--- config.mk ---
export PLATFORM = sky130hd
export DESIGN_NAME = tscd_div5
export DESIGN_NICKNAME = d
export VERILOG_FILES = /design/src/rtl/tscd_div5.sv
export SDC_FILE = /design/constraint.sdc
export NUM_CORES = 1
export LEC_CHECK = 0
export ABC_AREA = 0
export BUFFER_PORTS_ARGS = -buffer_cell sky130_fd_sc_hd__clkbuf_2
export CORE_MARGIN = 2
export CORE_UTILIZATION = 55
export DETAILED_ROUTE_END_ITERATION = 10
export GPL_TIMING_DRIVEN = 1
export PLACE_DENSITY = 0.73
export SETUP_SLACK_MARGIN = 0.02
export SLEW_MARGIN = 25
export SYNTH_ARGS = -nofsm -noshare
export SYNTH_HDL_FRONTEND = slang
export SYNTH_SLANG_ARGS = --single-unit
--- constraint.sdc ---
create_clock -name clk -period 8.84 [get_ports clk]
set_clock_uncertainty 0.1 [all_clocks]
set_input_delay 0.442 -clock clk [delete_from_list [all_inputs] [get_ports clk]]
set_output_delay 0.442 -clock clk [all_outputs]
set_load 0.01 [all_outputs]
--- src/rtl/tscd_div5.sv ---
`timescale 1ns / 1ps

module tscd_div5 #(
	parameter int W = 16
) (
	input  logic         clk,
	input  logic         en,
	input  logic [W-1:0] dividend,
	output logic [W-1:0] quotient
);

	// floor(x / 5) as x * ceil(2^(W+3) / 5) >> (W+3); exact for every x below 2^W.
	localparam logic [W+3:0] ONE_SH   = {1'b1, {(W + 3){1'b0}}};
	localparam logic [W+3:0] MUL_FULL = (ONE_SH + (W + 4)'(4)) / (W + 4)'(5);
	localparam logic [W:0]   MUL      = MUL_FULL[W:0];

	logic [2*W:0] prod;

	assign prod = (2*W + 1)'(dividend) * (2*W + 1)'(MUL);

	always_ff @(posedge clk) begin
		if (en) begin
			quotient <= W'(prod >> (W + 3));
		end
	end

endmodule

== Word level (Yosys, flattened, before mapping) ==
Cells that the tools add are included.
Cells by class
  multiply operators: 1
Operators by type and width (count)
  $mul 16x16->32 const B: 1
Word-level totals
  input port bits: 18
  bits in registers: 14
  logic and storage cells: 2
  output and inout port bits: 16

== Longest topological paths before layout ==
Gate-level depths: netlist (run 1).
  depth after elaboration: 1
  mapped depth: 20
  mapped depth without buffers: 19

== Least setup slack after synthesis (run 1) ==
Ideal clock, no wire load.
  kind: input -> register
  start: in dividend[4]
  end: reg quotient[12], data pin
  stages: 18
  slack: 3.483 ns
  required time: 8.478 ns
  arrival: 4.995 ns
  path through: ha_1 > xor2_1 > ha_1 > fa_1 > inv_1 > fa_1 > inv_1 > fa_1 > inv_1 > fa_1 > inv_1 > ha_1 > buf_2 > and3_4 > a31o_2 > a2111oi_0 > o21ai_1 > xor2_1
On the way
  longest elaborated chain between the ends: 1
RTL lines
  start: declaration: line 8  | input logic [W-1:0] dividend,
  $mul 16x16->32: line 19  | assign prod = (2*W + 1)'(dividend) * (2*W + 1)'(MUL);
  named net prod[31]: line 17  | logic [2*W:0] prod;
  end signal: assignment: line 23  | quotient <= W'(prod >> (W + 3));
  end: declaration: line 9  | output logic [W-1:0] quotient
The timed path passes the listed nets, and every way through them passes these cells.
A chain may end at the register's enable or synchronous reset.

== Worst setup path in the final report (run 1) ==
  start: in dividend[1]
  end: reg quotient[12], data pin
Same word-level chain as after synthesis.

==> results.toml, run 1 <==
[clock_network]
cts_sinks = 14
clockRootBuffer = "clkbuf_8"
cts_buffers = 3
cts_hold_buf = 0
cts_tree = "done"
cts_setup_buffers = 0
htree_num_levels = 1
cts_resized = 0
path_clk_slew_ns = 0.06
clock_path_buffers = 2

[drt]
vias_per_cell = 5.499
routedWlPerCell_um = 16.28
drtIter0Drc = 144
drtPass1Iterations = 5
routed_wl_mm = 10.91
drc = 0
antenna_left = 0
num_vias = 3684

[outcome]
status = "complete, no violations"

[timing]
fin_tns_setup_ns = 0
slew_viol_final = 0
relSlewSlack = 0.4229
post-route-period-util = 0.6543
max_freq_ghz = 0.1729
tightest_slew_ns = 0.8438
setup_violations = 0
rsz0062_at_grt = "no"
final_hold_viol_count = 0
timing.final.crit_period_ns = 5.784

[finish]
largest_reg_flops = 14
antenna_cells = 0
final_nets = 788
nFillCells = 806
regArea_um2 = 420.4
reg_top3 = "quotient: 14 flops"
area_delta_synth_final_pct = 6.034
regMostFlops = "quotient"
multi_input_area_mm2 = 0.004140
layout-drive-gt1-share = 0.07692

[global_routing]
grt_overflow = 0
grt_pass1_wl_mm = 17.69
track_usage = 0.2245
antenna_found_initial = 0
grt_pass1_vias = 3698
grt_max_degree = 15

[die]
core_area_mm2 = 0.009196
rows = 35
die_area_mm2 = 0.01026
num_io_pins = 34
die_w_um = 101.3
start_util = 0.5660
die_y_um = 101.3

[synthesis]
yosysWarnings = 0
synth_seq_cells = 14
syn_area_mm2 = 0.005205
avgSynthCellArea_um2 = 9.858
seq_area_frac_synth = 0.08077
yosys_most_used_dff = "edfxtp_1"
synth-async-reset-ratio = 0
yosys.cell_types.count = 54
synth_edf_count = 14
synthCells = 528

[placed_design]
port_buffers = 31
gp_congestion = 1.023
dp.final_hpwl_mm = 10.06

[critical_path]
critPathMaxFanout = 6
end_kind = "flip-flop"
critPathBufInv = 3
crit_path_frequent_cell = "fa_1"
start_kind = "input port"
worstSetupPathType = "in -> reg"
arrival_ns = 5.68
cp_cell_sequence = "clkbuf_2 -> ha_1 -> xor2_1 -> ha_1 -> fa_1 -> fa_1 -> fa_1 -> inv_1 -> fa_1 -> inv_1 -> ha_1 -> a21oi_1 -> o21ai_0 -> a31o_2 -> a2111oi_0 -> o21ai_1 -> xor2_1"
slowest_delay_ns = 0.78
crit_required_ns = 8.73
cp_slowest_cell = "a2111oi_0"
crit_family = "adder cells"

[min_path]
hp-class = "in -> reg"

[run]
drv_cap = 0
cell families after synthesis:
group | synth area share
buf+inv | 0.1245
flops | 0.08077
xor+xnor | 0.03029
other cells | 0.0007205
fa+ha+maj | 0.6188
simple gates | 0.06443
compound gates | 0.08053
worst paths after layout:
path,start,end,slack (ns),cells past startpoint
worst max-delay path,dividend[1],quotient[12],3.06,17
worst min-delay path,en,quotient[3],0.57,1
layer usage:
metal | routed length [µm] | global-route usage
met3 | 497 | 0.02899
met4 | 244 | 0.05301
met5 | 0 | 0
met1 | 4780 | 0.3079
met2 | 5387 | 0.3800
synthesized netlist by cell type (2+ instances only):
library cell | instances | area share
o21a_1 | 3 | 0.0043
nor2b_1 | 2 | 0.0024
fa_1 | 79 | 0.30
o211ai_1 | 6 | 0.0087
ha_1 | 131 | 0.31
o21bai_1 | 2 | 0.0029
a31oi_1 | 2 | 0.0024
or3_1 | 2 | 0.0024
nand2_1 | 15 | 0.011
nor3_1 | 2 | 0.0019
inv_1 | 165 | 0.12
buf_4 | 2 | 0.0029
nor3b_1 | 3 | 0.0043
xor2_1 | 9 | 0.015
a21o_1 | 6 | 0.0087
nand3_1 | 8 | 0.0077
and3_1 | 3 | 0.0036
nor2_1 | 8 | 0.0058
or4b_1 | 2 | 0.0038
nand4b_1 | 2 | 0.0034
a211oi_1 | 2 | 0.0029
a2111oi_0 | 2 | 0.0034
xnor2_1 | 9 | 0.015
o21ai_0 | 8 | 0.0077
edfxtp_1 | 14 | 0.081
nand2b_1 | 2 | 0.0024
a21oi_1 | 10 | 0.0096
buf_2 | 2 | 0.0019
o31a_2 | 2 | 0.0038
stage by stage:
stage                     hold slack (ns)    util  std cells  area [µm²]  setup WS [ns]
after global placement             0.7616  0.5952        666        5474          2.890
final                              0.5748  0.6001        670        5519          3.056
after CTS                          0.5707  0.6001        670        5519          3.040
after floorplan                    0.4545       -        529        5209          3.483
after global routing               0.5889  0.6001        670        5519          2.763
after detailed placement           0.7616  0.5952        666        5474          2.789
cell type report:
cell class / instances / area share
multi-input cells: 345 / 0.7502
well taps: 111 / 0.02516
repair buffers: 31 / 0.02811
flip-flops and latches: 14 / 0.07617
clock buffers: 3 / 0.007481
inverters: 165 / 0.1122
clock inverters: 1 / 0.0006801
cell usage in the layout, fill, tap and decap left out, drive strengths merged, types with 3 or more instances in the layout:
| master | n |
|---|---|
| a2111oi | 3 |
| a21o | 6 |
| a21oi | 11 |
| and3 | 4 |
| clkbuf | 34 |
| edfxtp | 14 |
| fa | 79 |
| ha | 131 |
| inv | 165 |
| nand2 | 15 |
| nand3 | 8 |
| nor2 | 8 |
| nor3 | 3 |
| nor3b | 3 |
| o211ai | 6 |
| o21a | 4 |
| o21ai | 9 |
| o31a | 3 |
| xnor2 | 9 |
| xor2 | 9 |
Power of run 1 is left out: the tool's default activity adds up to more than one toggle a clock period on the data nets, which glitch-free logic cannot reach.
==> inputs of run 2 (changes only) <==
--- a/config.mk
+++ b/config.mk
@@ -5,7 +5,7 @@
 export SDC_FILE = /design/constraint.sdc
 export NUM_CORES = 1
 export LEC_CHECK = 0
-export ABC_AREA = 0
+export ABC_AREA = 1
 export BUFFER_PORTS_ARGS = -buffer_cell sky130_fd_sc_hd__clkbuf_2
 export CORE_MARGIN = 2
 export CORE_UTILIZATION = 55
==> constraint.sdc (replaced) <==
create_clock -name clk -period 5.6 [get_ports clk]
set_clock_uncertainty 0.1 [all_clocks]
set_input_delay 0.28 -clock clk [delete_from_list [all_inputs] [get_ports clk]]
set_output_delay 0.28 -clock clk [all_outputs]
set_load 0.01 [all_outputs]
==> run 2 against run 1 <==
Count of clock-buffer cells in the layout unchanged; flip-flop and latch count unchanged; wire length up 22%; utilization down 0.15 points; sequential share of layout area down 0.75 points; highest routed layer unchanged; first-iteration DRC count up 15%; die area up 10%; via count up 23%; worst hold slack worse by 0.16 ns.
==> results.toml, run 2 <==
[outcome]
status = "complete, no violations"

[finish]
final_cell_mix = "inv_1, nand2_1, ha_1, fa_1, nor2_1"
antenna_cells = 0
reg_top3 = "quotient: 14 flops"
final_common_cell = "inv_1"
area_delta_synth_final_pct = 6.228
layout-drive-gt1-share = 0.05497
largest_reg_flops = 14
final_nets = 993
regMostFlops = "quotient"

[drt]
antenna_left = 0
drtPass1Iterations = 5
drtIter0Drc = 165
drc = 0
routed_wl_mm = 13.33
vias_per_cell = 5.014
num_vias = 4513
routedWlPerCell_um = 14.81

[global_routing]
use_met1 = 0.3229
busiest_layer = "met2"
use_met3 = 0.02146
grt_util_met2 = 0.4414
grt_pass1_wl_mm = 22.25
grt_pass1_vias = 4700
antenna_found_initial = 0
grt_max_degree = 15
grt_overflow = 0
track_usage = 0.2528

[synthesis]
synth_edf_count = 14
syn_area_mm2 = 0.005766
synth_seq_cells = 14
synthTopCellsByCount = "inv_1, nand2_1, ha_1"
yosysMostFrequentCell = "inv_1"
yosys_most_used_dff = "edfxtp_1"
yosysWarnings = 0
netlist.area_leader.share = 0.2843
yosys.cell_types.count = 22
synth_top_cell_by_area = "ha_1"
avgSynthCellArea_um2 = 7.898
synthTopCellsByArea = "ha_1, fa_1, inv_1"
seq_area_frac_synth = 0.07292
synth-async-reset-ratio = 0
synthCells = 730

[timing]
timing.final.crit_period_ns = 4.908
post-route-period-util = 0.8764
whs_ns = 0.4138
fin_tns_setup_ns = 0
setup_ws_ns = 0.6922
rsz0062_at_grt = "no"
max_freq_ghz = 0.2038
setup_violations = 0
final_hold_viol_count = 0
slew_viol_final = 0

[critical_path]
worstSetupPathType = "in -> reg"
arrival_ns = 4.80
start_kind = "input port"
crit_required_ns = 5.49
critPathMaxFanout = 5
end_kind = "flip-flop"

[run]
drv_cap = 0

[clock_network]
clock_path_buffers = 2
cts_sinks = 14
cts_hold_buf = 0
path_clk_slew_ns = 0.06
cts_resized = 0
cts_setup_buffers = 0
htree_num_levels = 1
clockRootBuffer = "clkbuf_8"
cts_buffers = 3
cts_tree = "done"

[die]
core_area_mm2 = 0.01023
die_w_um = 106.4
rows = 37
die_area_mm2 = 0.01132
num_io_pins = 34
start_util = 0.5635
die_y_um = 106.4

[placed_design]
dp_slack_ns = 0.5251
dp.final_hpwl_mm = 12.12
gp_congestion = 1.010
port_buffers = 31

[min_path]
hp-class = "in -> reg"
[run 2: final cells by class]
cell class / count / area, µm²
flip-flops and latches: 14 / 420.4
inverters: 224 / 840.8
well taps: 136 / 170.2
repair buffers: 31 / 155.1
clock inverters: 1 / 3.754
clock buffers: 3 / 41.29
fillers: 936 / 4106
multi-input cells: 491 / 4493
[run 2: final timing paths]
check                       start     endpoint  slack, ns  cells after the start
worst max-delay path  dividend[7]  quotient[9]       0.69                     19
worst min-delay path           en  quotient[0]       0.41                      1
[run 2: worst max-delay path, cell delays in order]
cell	delay (ns)
clkbuf_2	0.16
ha_1	0.35
inv_1	0.10
fa_1	0.55
inv_1	0.05
fa_1	0.52
fa_1	0.44
fa_1	0.49
inv_1	0.05
fa_1	0.47
inv_1	0.04
ha_1	0.37
nand2_1	0.12
nor2_1	0.29
nand2_1	0.12
nor2_1	0.09
nand2_1	0.13
nand4_1	0.10
nand2_1	0.07
[run 2: metal layers]
| layer | share of wire | vias up | routed length, µm |
|---|---|---|---|
| li1 | - | 2268 | - |
| met1 | 0.44 | 2085 | 5888 |
| met2 | 0.47 | 122 | 6273 |
| met3 | 0.046 | 38 | 615 |
| met4 | 0.041 | 0 | 548 |
| met5 | 0 | - | 0 |
[run 2: kinds of logic (layout without fill, tap and decap cells)]
| kind of cell | Yosys count | after routing | share of synthesized area |
|---|---|---|---|
| buf+inv | 226 | 259 | 0.1484 |
| simple gates | 221 | 221 | 0.1604 |
| fa+ha+maj | 210 | 210 | 0.5586 |
| compound gates | 48 | 48 | 0.04384 |
| flops | 14 | 14 | 0.07292 |
| xor+xnor | 10 | 10 | 0.01519 |
| other cells | 1 | 2 | 0.0006504 |
[run 2: metrics by stage]
| stage | utilization | cells | instance area, µm² |
|---|---|---|---|
| 3_3_place_gp | 0.5942 | 896 | 6080 |
| 3_5_place_dp | 0.5942 | 896 | 6080 |
| 6_report | 0.5986 | 900 | 6125 |
| 5_1_grt | 0.5986 | 900 | 6125 |
| 2_1_floorplan | - | 731 | 5769 |
| 4_1_cts | 0.5986 | 900 | 6125 |
Power of run 2 is left out for the same reason.
